## src/rtl/dspd_pkg.sv

```systemverilog
// Types and constants shared by the line follower core and its divider.
`timescale 1ns / 1ps

package dspd_pkg;

    localparam int DATA_W  = 10;
    localparam int GAIN_W  = 6;
    localparam int BASE_W  = 7;
    localparam int POWER_W = 13;
    localparam int DVD_W   = 25;
    localparam int MAG_W   = 24;
    localparam int DVS_W   = 11;
    localparam int CNT_W   = 5;
    localparam int TURN_W  = 26;
    localparam int PG_W    = 13;
    localparam int RANGE_SCALE = 100;

    localparam logic [CNT_W-1:0]       LAST_STEP  = CNT_W'(MAG_W - 1);
    localparam logic [DATA_W-1:0]      FULL_SCALE = 10'd1023;
    localparam logic signed [DVS_W-1:0] BAND_HI   = 11'sd50;
    localparam logic signed [DVS_W-1:0] BAND_LO   = -11'sd50;
    localparam logic signed [TURN_W-1:0] POWER_MAX = 26'sd8191;

    // Reset values of the configuration registers.
    localparam logic [GAIN_W-1:0] GAIN_P_LOW_RST  = 6'd2;
    localparam logic [GAIN_W-1:0] GAIN_P_HIGH_RST = 6'd5;
    localparam logic [GAIN_W-1:0] GAIN_D_RST      = 6'd3;
    localparam logic [BASE_W-1:0] BASE_POWER_RST  = 7'd50;
    localparam logic [DATA_W-1:0] CAL_LOW_RST     = 10'd0;
    localparam logic [DATA_W-1:0] CAL_HIGH_RST    = 10'd1023;

    typedef enum logic [2:0] {
        CFG_GAIN_P_LOW     = 3'd0,
        CFG_GAIN_P_HIGH    = 3'd1,
        CFG_GAIN_D         = 3'd2,
        CFG_BASE_POWER     = 3'd3,
        CFG_LIGHT_CAL_LOW  = 3'd4,
        CFG_LIGHT_CAL_HIGH = 3'd5,
        CFG_COLOR_CAL_LOW  = 3'd6,
        CFG_COLOR_CAL_HIGH = 3'd7
    } cfg_index_t;

    typedef enum logic [2:0] {
        ST_IDLE,
        ST_PREP,
        ST_MULP,
        ST_DSTART,
        ST_DWAIT,
        ST_MULD,
        ST_SUM,
        ST_OUT
    } state_t;

    typedef struct packed {
        logic                     start;
        logic signed [DVD_W-1:0]  dividend;
        logic signed [DVS_W-1:0]  divisor;
    } div_req_t;

    typedef struct packed {
        logic                     done;
        logic signed [DVD_W-1:0]  quotient;
    } div_rsp_t;

endpackage

```

## src/rtl/dspd_div.sv

```systemverilog
// Shared signed divider, one quotient bit per cycle, truncating toward zero.
`timescale 1ns / 1ps

module dspd_div import dspd_pkg::*; (
    input  logic     aclk,
    input  logic     aresetn,
    input  div_req_t req,
    output div_rsp_t rsp
);

    logic                    busy_reg, busy_next;
    logic                    done_reg, done_next;
    logic [CNT_W-1:0]        cnt_reg, cnt_next;
    logic [DATA_W-1:0]       rem_reg, rem_next;
    logic [MAG_W-1:0]        quo_reg, quo_next;
    logic [DATA_W-1:0]       dvs_reg, dvs_next;
    logic                    neg_reg, neg_next;
    logic signed [DVD_W-1:0] q_reg, q_next;

    logic signed [DVD_W-1:0] a_abs;
    logic signed [DVS_W-1:0] b_abs;
    logic [DATA_W:0]         rem_sh;
    logic [DATA_W:0]         rem_diff;
    logic                    fits;
    logic [MAG_W-1:0]        quo_step;
    logic signed [DVD_W-1:0] q_pos;

    // Magnitudes of the operands and one restoring step.
    always_comb begin
        a_abs    = req.dividend[DVD_W-1] ? -req.dividend : req.dividend;
        b_abs    = req.divisor[DVS_W-1] ? -req.divisor : req.divisor;
        rem_sh   = {rem_reg, quo_reg[MAG_W-1]};
        rem_diff = rem_sh - {1'b0, dvs_reg};
        fits     = (rem_sh >= {1'b0, dvs_reg});
        quo_step = {quo_reg[MAG_W-2:0], fits};
        q_pos    = $signed({1'b0, quo_step});
    end

    // Next values: load on start, then step until the last quotient bit.
    always_comb begin
        busy_next = busy_reg;
        done_next = 1'b0;
        cnt_next  = cnt_reg;
        rem_next  = rem_reg;
        quo_next  = quo_reg;
        dvs_next  = dvs_reg;
        neg_next  = neg_reg;
        q_next    = q_reg;
        if (req.start) begin
            busy_next = 1'b1;
            cnt_next  = '0;
            rem_next  = '0;
            quo_next  = a_abs[MAG_W-1:0];
            dvs_next  = b_abs[DATA_W-1:0];
            neg_next  = req.dividend[DVD_W-1] ^ req.divisor[DVS_W-1];
        end else if (busy_reg) begin
            rem_next = fits ? rem_diff[DATA_W-1:0] : rem_sh[DATA_W-1:0];
            quo_next = quo_step;
            cnt_next = cnt_reg + 1'b1;
            if (cnt_reg == LAST_STEP) begin
                busy_next = 1'b0;
                done_next = 1'b1;
                q_next    = neg_reg ? -q_pos : q_pos;
            end
        end
    end

    // Control registers.
    always_ff @(posedge aclk) begin
        if (!aresetn) begin
            busy_reg <= 1'b0;
            done_reg <= 1'b0;
            cnt_reg  <= '0;
        end else begin
            busy_reg <= busy_next;
            done_reg <= done_next;
            cnt_reg  <= cnt_next;
        end
    end

    // Datapath registers.
    always_ff @(posedge aclk) begin
        rem_reg <= rem_next;
        quo_reg <= quo_next;
        dvs_reg <= dvs_next;
        neg_reg <= neg_next;
        q_reg   <= q_next;
    end

    assign rsp.done     = done_reg;
    assign rsp.quotient = q_reg;

endmodule

```

## src/rtl/dual_sensor_pd_line_follower_core.sv

```systemverilog
// Two-sensor PD line follower core: range tracking, PD turn and motor powers.
// A channel whose range is zero skips its multiplies and divisions and goes straight
// from PREP to SUM, so a word makes up to four divisions that share one radix-2
// divider; s_tready is high only while the sequencer is idle, so a new word is taken
// only after the previous result has moved into the output register.
// Reset (aresetn low, synchronous) loads register defaults and calibration
// bounds, clears the previous samples and drops m_tvalid.
`timescale 1ns / 1ps

module dual_sensor_pd_line_follower_core import dspd_pkg::*; (
    input  logic        aclk,
    input  logic        aresetn,
    input  logic        s_tvalid,
    output logic        s_tready,
    input  logic [23:0] s_tdata,   // [9:0] light_raw, [19:10] color_level, rest zero
    input  logic [0:0]  s_tuser,   // [0] restart
    output logic        m_tvalid,
    input  logic        m_tready,
    output logic [31:0] m_tdata,   // [12:0] right_power, [25:13] left_power, rest zero
    output logic [0:0]  m_tuser,   // [0] range_fault
    input  logic        cfg_valid,
    output logic        cfg_ready,
    input  logic [2:0]  cfg_index,
    input  logic [9:0]  cfg_data
);

    state_t state_reg, state_next;

    // Configuration registers.
    logic [GAIN_W-1:0] gain_p_low_reg, gain_p_high_reg, gain_d_reg;
    logic [BASE_W-1:0] base_power_reg;
    logic [DATA_W-1:0] light_cal_low_reg, light_cal_high_reg;
    logic [DATA_W-1:0] color_cal_low_reg, color_cal_high_reg;

    // Tracked state.
    logic [DATA_W-1:0] light_min_reg, light_min_next, light_max_reg, light_max_next;
    logic [DATA_W-1:0] color_min_reg, color_min_next, color_max_reg, color_max_next;
    logic [DATA_W-1:0] light_last_reg, light_last_next, color_last_reg, color_last_next;

    // Per-item working registers.
    logic                     ch_reg, ch_next;
    logic                     phase_reg, phase_next;
    logic                     m_tvalid_reg, m_tvalid_next;
    logic [DATA_W-1:0]        lv_reg, lv_next, cv_reg, cv_next;
    logic [DATA_W-1:0]        lp_reg, lp_next, cp_reg, cp_next;
    logic [PG_W-1:0]          pg100_reg, pg100_next;
    logic signed [DVS_W-1:0]  rng_reg, rng_next;
    logic signed [DVS_W:0]    vm_reg, vm_next;
    logic signed [DVD_W-1:0]  numd_reg, numd_next, nump_reg, nump_next;
    logic signed [DVD_W-1:0]  dif_reg, dif_next, pq_reg, pq_next;
    logic signed [TURN_W-1:0] prod_reg, prod_next;
    logic                     zero_reg, zero_next;
    logic                     fault_reg, fault_next;
    logic [POWER_W-1:0]       right_reg, right_next, left_reg, left_next;
    logic [31:0]              m_tdata_reg, m_tdata_next;
    logic                     m_tuser_reg, m_tuser_next;

    div_req_t div_req;
    div_rsp_t div_rsp;

    // Input word fields and acceptance-time values.
    logic [DATA_W-1:0]       in_lv, in_cv;
    logic                    in_restart;
    logic [DATA_W-1:0]       lo_l, hi_l, lo_c, hi_c, last_l, last_c;
    logic signed [DVS_W-1:0] ld, cd;
    logic                    in_band;
    logic [GAIN_W-1:0]       pg_sel;

    // Channel datapath values.
    logic [DATA_W-1:0]        v_sel, p_sel, lo_sel, hi_sel;
    logic signed [DVS_W-1:0]  rng_c, rng_adj, half;
    logic signed [DVS_W:0]    mid;
    logic signed [DVS_W-1:0]  dv;
    logic signed [TURN_W-1:0] t_sum, t_adj, t_half, neg_base, t_clip, pw;
    logic [POWER_W-1:0]       pw_sat;
    logic                     out_load;

    assign s_tready  = (state_reg == ST_IDLE);
    assign cfg_ready = 1'b1;
    assign m_tvalid  = m_tvalid_reg;
    assign m_tdata   = m_tdata_reg;
    assign m_tuser   = m_tuser_reg;

    // Restart selection, sample changes and gain selection for an arriving word.
    always_comb begin
        in_lv      = FULL_SCALE - s_tdata[9:0];
        in_cv      = s_tdata[19:10];
        in_restart = s_tuser[0];
        lo_l       = in_restart ? light_cal_low_reg : light_min_reg;
        hi_l       = in_restart ? light_cal_high_reg : light_max_reg;
        lo_c       = in_restart ? color_cal_low_reg : color_min_reg;
        hi_c       = in_restart ? color_cal_high_reg : color_max_reg;
        last_l     = in_restart ? '0 : light_last_reg;
        last_c     = in_restart ? '0 : color_last_reg;
        ld         = $signed({1'b0, in_lv}) - $signed({1'b0, last_l});
        cd         = $signed({1'b0, in_cv}) - $signed({1'b0, last_c});
        in_band    = (ld < BAND_HI) && (ld > BAND_LO) && (cd < BAND_HI) && (cd > BAND_LO);
        pg_sel     = in_band ? gain_p_low_reg : gain_p_high_reg;
    end

    // Range, midpoint and sample change of the current channel.
    always_comb begin
        v_sel   = ch_reg ? cv_reg : lv_reg;
        p_sel   = ch_reg ? cp_reg : lp_reg;
        lo_sel  = ch_reg ? color_min_reg : light_min_reg;
        hi_sel  = ch_reg ? color_max_reg : light_max_reg;
        rng_c   = $signed({1'b0, hi_sel}) - $signed({1'b0, lo_sel});
        rng_adj = rng_c + $signed({{(DVS_W-1){1'b0}}, rng_c[DVS_W-1]});
        half    = rng_adj >>> 1;
        mid     = $signed({2'b00, lo_sel}) + $signed({half[DVS_W-1], half});
        dv      = $signed({1'b0, v_sel}) - $signed({1'b0, p_sel});
    end

    // Turn: sum, halve toward zero, clamp at minus base power, add base power, saturate at the power maximum.
    always_comb begin
        t_sum    = zero_reg ? '0 : (TURN_W'(pq_reg) + prod_reg);
        t_adj    = t_sum + $signed({{(TURN_W-1){1'b0}}, t_sum[TURN_W-1]});
        t_half   = t_adj >>> 1;
        neg_base = -$signed({{(TURN_W-BASE_W){1'b0}}, base_power_reg});
        t_clip   = (t_half < neg_base) ? neg_base : t_half;
        pw       = $signed({{(TURN_W-BASE_W){1'b0}}, base_power_reg}) + t_clip;
        pw_sat   = (pw > POWER_MAX) ? POWER_MAX[POWER_W-1:0] : pw[POWER_W-1:0];
        out_load = !m_tvalid_reg || m_tready;
    end

    // Shared divider request.
    always_comb begin
        div_req.start    = (state_reg == ST_DSTART);
        div_req.dividend = phase_reg ? nump_reg : numd_reg;
        div_req.divisor  = rng_reg;
    end

    dspd_div u_div (
        .aclk    (aclk),
        .aresetn (aresetn),
        .req     (div_req),
        .rsp     (div_rsp)
    );

    // Sequencer next state.
    always_comb begin
        state_next = state_reg;
        case (state_reg)
            ST_IDLE:   if (s_tvalid) state_next = ST_PREP;
            ST_PREP:   state_next = (rng_c == '0) ? ST_SUM : ST_MULP;
            ST_MULP:   state_next = ST_DSTART;
            ST_DSTART: state_next = ST_DWAIT;
            ST_DWAIT: begin
                if (div_rsp.done) state_next = phase_reg ? ST_MULD : ST_DSTART;
            end
            ST_MULD:   state_next = ST_SUM;
            ST_SUM:    state_next = ch_reg ? ST_OUT : ST_PREP;
            ST_OUT:    if (out_load) state_next = ST_IDLE;
            default:   state_next = ST_IDLE;
        endcase
    end

    // Datapath and output register next values.
    always_comb begin
        light_min_next  = light_min_reg;
        light_max_next  = light_max_reg;
        color_min_next  = color_min_reg;
        color_max_next  = color_max_reg;
        light_last_next = light_last_reg;
        color_last_next = color_last_reg;
        ch_next         = ch_reg;
        phase_next      = phase_reg;
        lv_next         = lv_reg;
        cv_next         = cv_reg;
        lp_next         = lp_reg;
        cp_next         = cp_reg;
        pg100_next      = pg100_reg;
        rng_next        = rng_reg;
        vm_next         = vm_reg;
        numd_next       = numd_reg;
        nump_next       = nump_reg;
        dif_next        = dif_reg;
        pq_next         = pq_reg;
        prod_next       = prod_reg;
        zero_next       = zero_reg;
        fault_next      = fault_reg;
        right_next      = right_reg;
        left_next       = left_reg;
        m_tdata_next    = m_tdata_reg;
        m_tuser_next    = m_tuser_reg;
        m_tvalid_next   = m_tvalid_reg && !m_tready;
        case (state_reg)
            ST_IDLE: begin
                if (s_tvalid) begin
                    // Below-min is tested first, above-max only otherwise.
                    light_min_next = lo_l;
                    light_max_next = hi_l;
                    if (in_lv < lo_l) light_min_next = in_lv;
                    else if (in_lv > hi_l) light_max_next = in_lv;
                    color_min_next = lo_c;
                    color_max_next = hi_c;
                    if (in_cv < lo_c) color_min_next = in_cv;
                    else if (in_cv > hi_c) color_max_next = in_cv;
                    light_last_next = in_lv;
                    color_last_next = in_cv;
                    lv_next    = in_lv;
                    cv_next    = in_cv;
                    lp_next    = last_l;
                    cp_next    = last_c;
                    pg100_next = PG_W'(pg_sel) * PG_W'(RANGE_SCALE);
                    ch_next    = 1'b0;
                    fault_next = 1'b0;
                end
            end
            ST_PREP: begin
                rng_next   = rng_c;
                vm_next    = $signed({2'b00, v_sel}) - mid;
                numd_next  = DVD_W'(dv) * DVD_W'(RANGE_SCALE);
                zero_next  = (rng_c == '0);
                fault_next = fault_reg || (rng_c == '0);
                phase_next = 1'b0;
            end
            ST_MULP: begin
                nump_next = DVD_W'($signed({1'b0, pg100_reg})) * DVD_W'(vm_reg);
            end
            ST_DWAIT: begin
                if (div_rsp.done) begin
                    if (phase_reg) begin
                        pq_next = div_rsp.quotient;
                    end else begin
                        dif_next   = div_rsp.quotient;
                        phase_next = 1'b1;
                    end
                end
            end
            ST_MULD: begin
                prod_next = TURN_W'($signed({1'b0, gain_d_reg})) * TURN_W'(dif_reg);
            end
            ST_SUM: begin
                if (ch_reg) left_next = pw_sat;
                else right_next = pw_sat;
                ch_next = 1'b1;
            end
            ST_OUT: begin
                if (out_load) begin
                    m_tdata_next  = {6'd0, left_reg, right_reg};
                    m_tuser_next  = fault_reg;
                    m_tvalid_next = 1'b1;
                end
            end
            default: begin
            end
        endcase
    end

    // Configuration writes.
    always_ff @(posedge aclk) begin
        if (!aresetn) begin
            gain_p_low_reg     <= GAIN_P_LOW_RST;
            gain_p_high_reg    <= GAIN_P_HIGH_RST;
            gain_d_reg         <= GAIN_D_RST;
            base_power_reg     <= BASE_POWER_RST;
            light_cal_low_reg  <= CAL_LOW_RST;
            light_cal_high_reg <= CAL_HIGH_RST;
            color_cal_low_reg  <= CAL_LOW_RST;
            color_cal_high_reg <= CAL_HIGH_RST;
        end else if (cfg_valid && cfg_ready) begin
            case (cfg_index_t'(cfg_index))
                CFG_GAIN_P_LOW:     gain_p_low_reg     <= cfg_data[GAIN_W-1:0];
                CFG_GAIN_P_HIGH:    gain_p_high_reg    <= cfg_data[GAIN_W-1:0];
                CFG_GAIN_D:         gain_d_reg         <= cfg_data[GAIN_W-1:0];
                CFG_BASE_POWER:     base_power_reg     <= cfg_data[BASE_W-1:0];
                CFG_LIGHT_CAL_LOW:  light_cal_low_reg  <= cfg_data;
                CFG_LIGHT_CAL_HIGH: light_cal_high_reg <= cfg_data;
                CFG_COLOR_CAL_LOW:  color_cal_low_reg  <= cfg_data;
                CFG_COLOR_CAL_HIGH: color_cal_high_reg <= cfg_data;
                default: begin
                end
            endcase
        end
    end

    // Control and tracked state.
    always_ff @(posedge aclk) begin
        if (!aresetn) begin
            state_reg      <= ST_IDLE;
            ch_reg         <= 1'b0;
            phase_reg      <= 1'b0;
            m_tvalid_reg   <= 1'b0;
            light_min_reg  <= CAL_LOW_RST;
            light_max_reg  <= CAL_HIGH_RST;
            color_min_reg  <= CAL_LOW_RST;
            color_max_reg  <= CAL_HIGH_RST;
            light_last_reg <= '0;
            color_last_reg <= '0;
        end else begin
            state_reg      <= state_next;
            ch_reg         <= ch_next;
            phase_reg      <= phase_next;
            m_tvalid_reg   <= m_tvalid_next;
            light_min_reg  <= light_min_next;
            light_max_reg  <= light_max_next;
            color_min_reg  <= color_min_next;
            color_max_reg  <= color_max_next;
            light_last_reg <= light_last_next;
            color_last_reg <= color_last_next;
        end
    end

    // Payload registers.
    always_ff @(posedge aclk) begin
        lv_reg      <= lv_next;
        cv_reg      <= cv_next;
        lp_reg      <= lp_next;
        cp_reg      <= cp_next;
        pg100_reg   <= pg100_next;
        rng_reg     <= rng_next;
        vm_reg      <= vm_next;
        numd_reg    <= numd_next;
        nump_reg    <= nump_next;
        dif_reg     <= dif_next;
        pq_reg      <= pq_next;
        prod_reg    <= prod_next;
        zero_reg    <= zero_next;
        fault_reg   <= fault_next;
        right_reg   <= right_next;
        left_reg    <= left_next;
        m_tdata_reg <= m_tdata_next;
        m_tuser_reg <= m_tuser_next;
    end

endmodule

```

## config.mk

```make
export PLATFORM = sky130hd
export DESIGN_NAME = dual_sensor_pd_line_follower_core
export DESIGN_NICKNAME = d
export VERILOG_FILES = /design/src/rtl/dspd_pkg.sv /design/src/rtl/dspd_div.sv /design/src/rtl/dual_sensor_pd_line_follower_core.sv
export SDC_FILE = /design/constraint.sdc
export NUM_CORES = 2
export LEC_CHECK = 0
export BUFFER_PORTS_ARGS = -buffer_cell sky130_fd_sc_hd__buf_4
export CAP_MARGIN = 20
export CORE_AREA = 10 10 256 380
export DETAILED_ROUTE_END_ITERATION = 10
export DIE_AREA = 0 0 266 390
export GPL_TIMING_DRIVEN = 0
export PLACE_DENSITY = 0.64
export SLEW_MARGIN = 20
export SYNTH_ARGS = -nofsm -noshare
export SYNTH_HDL_FRONTEND = slang
export SYNTH_HIERARCHICAL = 1
export SYNTH_SLANG_ARGS = --single-unit
```

## constraint.sdc

```tcl
create_clock -name aclk -period 13.6 [get_ports aclk]
set_input_delay 1.36 -clock aclk [delete_from_list [all_inputs] [get_ports aclk]]
set_output_delay 1.36 -clock aclk [all_outputs]
set_load 0.02 [all_outputs]
```

Word level (Yosys, flattened, before mapping)
Index checks and enable logic that the tools add are counted.
Operators by class
  $add $sub $neg: 17
  multiply operators: 4
  $lt $le $gt $ge: 11
  equal/unequal tests: 18
  mux-type cells: 45
  bitwise operators: 6
  reductions and logical operators: 36
Operators with widths (number)
  $mux W10: 18
  $mux W24: 4
  $mux W26: 2
  $sub A10 B10 Y11: 4
  $reduce_and A2 Y1: 15
  $add A26 B2 Y26: 1
  $add A26 B26 Y26: 1
  $add A8 B26 Y26: 1
  $gt A26 B14 Y1 const B: 1
  $lt A25 B26 Y1: 1
  $mul A7 B25 Y26: 1
  $neg A7 Y26: 1
  $mux W25: 1
  $neg A24 Y25: 1
  $eq A3 B3 Y1 const B: 8
  $neg A24 Y24: 1
  $pmux W3 S8: 1
  $mul A12 B12 Y23: 1
  $gt A11 B7 Y1 const B: 2
  $lt A11 B7 Y1 const B: 2
  $gt A10 B10 Y1: 2
  $lt A10 B10 Y1: 2
  $mux W3: 6
  $mul A11 B6 Y17 const B: 1
  29 further kinds: 59
Storage, ports and cells
  flip-flop bits (word level): 459
  input bits: 43
  output and inout port bits: 36
  logic and storage cells: 182

Depth between registers and ports, before layout
  depth after elaboration: 8
  gate-level depth with buffers: 46
  depth with buffers taken out: 41

Modules after synthesis
Netlist, hierarchy kept.
By module, submodules not included
  dual_sensor_pd_line_follower_core: times used 1, cells each 3179, area an instance 31336.3 µm², sequential area each 9979.6 µm²
  dspd_div: times used 1, cells each 427, area an instance 4454.3 µm², sequential area each 2142.1 µm²

Worst setup path before layout
No wires, ideal clock.
  path type: flip-flop to flip-flop
  start point: register pq_reg[8]
  end point: register left_reg[12] (data pin)
  setup time: 273 ps
  arrival: 8659 ps
  data required time: 13327 ps
  setup slack: 4667 ps
  stages on the path, launching flop included: 44
  path buffers: 5
  period minus slack after synthesis: 8933 ps
  cells stage by stage: edfxtp_1 -> ha_1 -> clkbuf_1 -> nand4_1 -> nor2_1 -> and4_1 -> o31ai_1 -> a211o_1 -> a31oi_1 -> o21a_1 -> nor2_1 -> nor2_1 -> and2_1 -> ha_1 -> and3_1 -> nand2_1 -> or4_1 -> buf_2 -> (+8 left out) -> a21oi_1 -> clkbuf_1 -> buf_1 -> o21ai_0 -> ha_1 -> a21o_1 -> a21oi_1 -> o21bai_1 -> a21oi_1 -> o21ai_0 -> and3_1 -> a41oi_1 -> or4_1 -> nor3_1 -> a32oi_1 -> o311ai_4 -> buf_6 -> nand4_2
Between the ends
  word-level cells in the longest chain between the ends: 8
Ends and longest elaborated chain
  start: declaration: line dual_sensor_pd_line_follower_core.sv:50  | logic signed [DVD_W-1:0] dif_reg, dif_next, pq_reg, pq_next;
  start signal: assignment: line dual_sensor_pd_line_follower_core.sv:317  | pq_reg <= pq_next;
  $add A26 B26 Y26 (*): line dual_sensor_pd_line_follower_core.sv:116  | t_sum = zero_reg ? '0 : (TURN_W'(pq_reg) + prod_reg);
  $mux W26 (*): line dual_sensor_pd_line_follower_core.sv:116
  $add A26 B2 Y26 (*): line dual_sensor_pd_line_follower_core.sv:117  | t_adj = t_sum + $signed({{(TURN_W-1){1'b0}}, t_sum[TURN_W-1]});
  $lt A25 B26 Y1: line dual_sensor_pd_line_follower_core.sv:120  | t_clip = (t_half < neg_base) ? neg_base : t_half;
  $mux W26 (*): line dual_sensor_pd_line_follower_core.sv:120
  $add A8 B26 Y26 (*): line dual_sensor_pd_line_follower_core.sv:121  | pw = $signed({{(TURN_W-BASE_W){1'b0}}, base_power_reg}) + t_clip;
  $gt A26 B14 Y1: line dual_sensor_pd_line_follower_core.sv:122  | pw_sat = (pw > POWER_MAX) ? POWER_MAX[POWER_W-1:0] : pw[POWER_W-1:0];
  $mux W13 (*): line dual_sensor_pd_line_follower_core.sv:122
  net pw_sat[12]: line dual_sensor_pd_line_follower_core.sv:75  | logic [POWER_W-1:0] pw_sat;
  end signal: assignment: line dual_sensor_pd_line_follower_core.sv:322  | left_reg <= left_next;
  end: declaration: line dual_sensor_pd_line_follower_core.sv:54  | logic [POWER_W-1:0] right_reg, right_next, left_reg, left_next;
Mark *: on every way through the listed nets, which the timed path passes. The rest lies on a longest branch.
A chain may end at the register's enable or synchronous reset.

Final worst setup path
  start point: register pq_reg[5]
  end point: register right_reg[12] (data pin)
Between the ends
  word-level cells in the longest chain between the ends: 8
Ends and longest elaborated chain
  $add A26 B26 Y26 (*): line dual_sensor_pd_line_follower_core.sv:116
  $mux W26 (*): line dual_sensor_pd_line_follower_core.sv:116
  $add A26 B2 Y26 (*): line dual_sensor_pd_line_follower_core.sv:117
  $lt A25 B26 Y1: line dual_sensor_pd_line_follower_core.sv:120
  $mux W26 (*): line dual_sensor_pd_line_follower_core.sv:120
  $add A8 B26 Y26 (*): line dual_sensor_pd_line_follower_core.sv:121
  $gt A26 B14 Y1: line dual_sensor_pd_line_follower_core.sv:122
  $mux W13 (*): line dual_sensor_pd_line_follower_core.sv:122
  net pw_sat[12]: line dual_sensor_pd_line_follower_core.sv:75
  end signal: assignment: line dual_sensor_pd_line_follower_core.sv:321  | right_reg <= right_next;
  end: declaration: line dual_sensor_pd_line_follower_core.sv:54
Marks and branches as above.

==> results_dict.tcl <==
set metrics [dict create \
    rows 135 \
    core_area_mm2 0.0902 \
    skew_ps 67.1 \
    ys.flop_type "edfxtp_1" \
    cp-endpoint "right_reg[12]" \
    synth_edf_count 305 \
    reg2reg_to "right_reg[12]" \
    reg2reg_depth 42 \
    grt_pass1_vias 27200 \
    viasPerCell 5.33 \
    fin_setup_tns_ps 0 \
    p_comb_share_pct 64.1 \
    yosysMostFrequentCell "nand2_1" \
    critical_path_class "reg -> reg" \
    dr.pass1.iters 5 \
    cts_tree "yes" \
    pin_count 79 \
    fillers 8767 \
    crit_start "pq_reg[5]" \
    port_buffers 56 \
    synthTopCellsByArea "edfxtp_1 (26%), ha_1 (12%), fa_1 (11%), dfxtp_1 (8.3%), nand2_1 (4.7%)" \
    htree_num_levels 2 \
    synthArstFlopShare_pct 0 \
    p_leak_nw 17.0 \
    yosys.area.top_type_share_pct 25.6 \
    p_int_mw 5.33 \
    fp.dieArea_mm2 0.104 \
    die_h_um 390 \
    cts_setup_buffers 0 \
    p_per_area_mw_per_mm2 241 \
    min_period_ps 11170 \
    die_w_um 266 \
    critPathMaxStageDelay_ps 680 \
    ir_worst_vdd_mv 0.396 \
    num_vias 26300 \
    p_switching_mw 4.20 \
    ys_types 98 \
    drive_above_1_share_pct 7.22 \
    p_total_mw 9.52 \
    wl_per_cell_um 19.2 \
    netlist_instances 3606 \
    wirelength_mm 94.7 \
    diodes 0 \
    hold_depth 0 \
    clk_pin_slew_worst_paths_ps 60 \
    root_buffer "clkbuf_16" \
    final_nets 4315 \
    slew_headroom_pct 30.4 \
    fin_crit_sh_pct 82.1 \
    r2r_start "pq_reg[5]" \
    grt_max_degree 57 \
    syn_avg_cell_area_um2 9.93 \
    start_kind "register" \
    worstPathArrival_ps 11520 \
    seqPwrFrac_pct 22.2 \
    grt_pass1_wl_mm 150 \
    cts_hold_buf 0 \
    insertion_delay_ps 650 \
    antenna_left 0 \
    cts_inserted_buffers 48 \
    setup_viol 0 \
    ys_ff_latch 453 \
    drtIter0Drc 1469 \
    tightest_slew_ps 1040 \
    critPathCaptureType "register" \
    r2r_setup_slack_ps 2430 \
    start_util_pct 39.7 \
    outcome "complete, no violations" \
    yosys_warnings 6 \
    track_usage_pct 18.2 \
    hpwlAfterDp_mm 76.1 \
    synth_common_cells "nand2_1 (450), inv_1 (370), ha_1 (343)" \
    maxSlewViolCount 0 \
    p_clk_share_pct 13.7 \
    gp_congestion 0.922 \
    hold_viol 0 \
    drv_cap 0 \
    antenna_found_initial 0 \
    yosysTopAreaCell "edfxtp_1" \
    cts_sinks 453 \
    post_cts_resized 0 \
    synth.yosys.seq_area_share_pct 33.9 \
    hp-class "reg -> reg" \
    area_growth_pct 10.3 \
    synth_area_mm2 0.0358 \
    worstPathRequired_ps 13950 \
    fmax_ghz 0.0895 \
    drc 0 \
    swShare_pct 44.1 \
    rsz0062_at_grt "false" \
    grt_overflow_total 0 \
    crit_slowest_cell "or4_1" \
    cts_buffer_depth 3 \
    path_max_fanout 10 \
]
-- layout by cell type (no fill, tap or decap), types with 49 or more instances in the layout --
cell,count
nand2_1,450
inv_1,370
ha_1,343
edfxtp_1,305
fa_1,201
nor2_1,162
and2_1,153
dfxtp_1,148
a21oi_1,135
mux2i_1,130
xnor2_1,129
clkbuf_1,125
o21ai_0,94
xor2_1,84
buf_4,67
nor2b_1,62
mux2_2,60
a21o_1,59
nand3_1,52
a21boi_0,52
clkbuf_16,49
-- worst max-delay path: cells and delay by family, from the launching register on --
family                     cells  cell delay [ps]
AOI/OAI and AO/OA             18             4340
adders and majority gates      4             1270
and+or+nand+nor               13             3020
buffers and inverters          6             1630
xor gates and xnor gates       1              220
DFF                            1              400
-- power groups by stage --
stage / clock, mW / sequential, mW / combinational (mW)
3_3_place_gp: 0 / 2.14 / 6.01
3_5_place_dp: 0 / 2.14 / 6.14
2_1_floorplan: 0 / 2.09 / 4.65
5_1_grt: 1.38 / 2.13 / 7.09
4_1_cts: 1.33 / 2.11 / 6.21
6_report: 1.30 / 2.11 / 6.11
-- layout make-up --
cell class / instances / area, um^2 / share of cell area [%]
multi-input combinational: 2648 / 21800 / 55.2
sequential: 453 / 12100 / 30.7
tap: 1164 / 1460 / 3.69
inverter: 371 / 1390 / 3.53
clock buffer: 63 / 1300 / 3.29
buffer: 144 / 597 / 1.51
timing repair buffer: 62 / 551 / 1.39
clock inverter: 27 / 267 / 0.675
-- worst min-delay path by stage --
| stage | start | to | slack, ps |
|---|---|---|---|
| CTS | left_reg[10] | m_tdata[23] | 420 |
| finish | right_reg[8] | m_tdata[8] | 420 |
| global route | left_reg[8] | m_tdata[21] | 420 |
| floorplan | right_reg[0] | m_tdata[0] | 400 |
| detailed placement | left_reg[10] | m_tdata[23] | 400 |
| global placement | left_reg[6] | m_tdata[19] | 400 |
-- through the flow --
| stage | utilization (%) | setup slack (ps) | std cells | hold slack (ps) | cell area, um^2 |
|---|---|---|---|---|---|
| after floorplan | - | 4670 | 3616 | 400 | 35800 |
| after global placement | 41.8 | 2690 | 4836 | 401 | 37700 |
| after detailed placement | 42.0 | 2550 | 4842 | 405 | 37900 |
| after CTS | 43.7 | 2540 | 4932 | 416 | 39500 |
| after global routing | 43.8 | 1680 | 4932 | 421 | 39500 |
| final | 43.8 | 2430 | 4932 | 416 | 39500 |
-- metal layers --
layer	GRT usage [%]	routed length (um)	up-vias
met2	35.0	51100	550
met5	0	0	-
met1	19.8	36100	12900
met3	1.63	2840	209
li1	-	-	12700
met4	8.41	4650	0
-- cells by family (layout without fill, tap and decap cells) --
| logic type | after synthesis | in the layout | share of synthesized area, % |
|---|---|---|---|
| AND/OR/NAND/NOR | 1100 | 1100 | 15.3 |
| AO/OA/AOI/OAI | 589 | 589 | 11.3 |
| adder cells (fa/ha/maj) | 544 | 544 | 23.2 |
| buffers and inverters | 515 | 667 | 5.55 |
| flip-flops | 453 | 453 | 33.9 |
| XOR/XNOR | 213 | 213 | 5.21 |
| multiplexers | 190 | 190 | 5.52 |
| other | 2 | 12 | 0.0210 |
No activity file was read; power rests on OpenSTA's default activity.
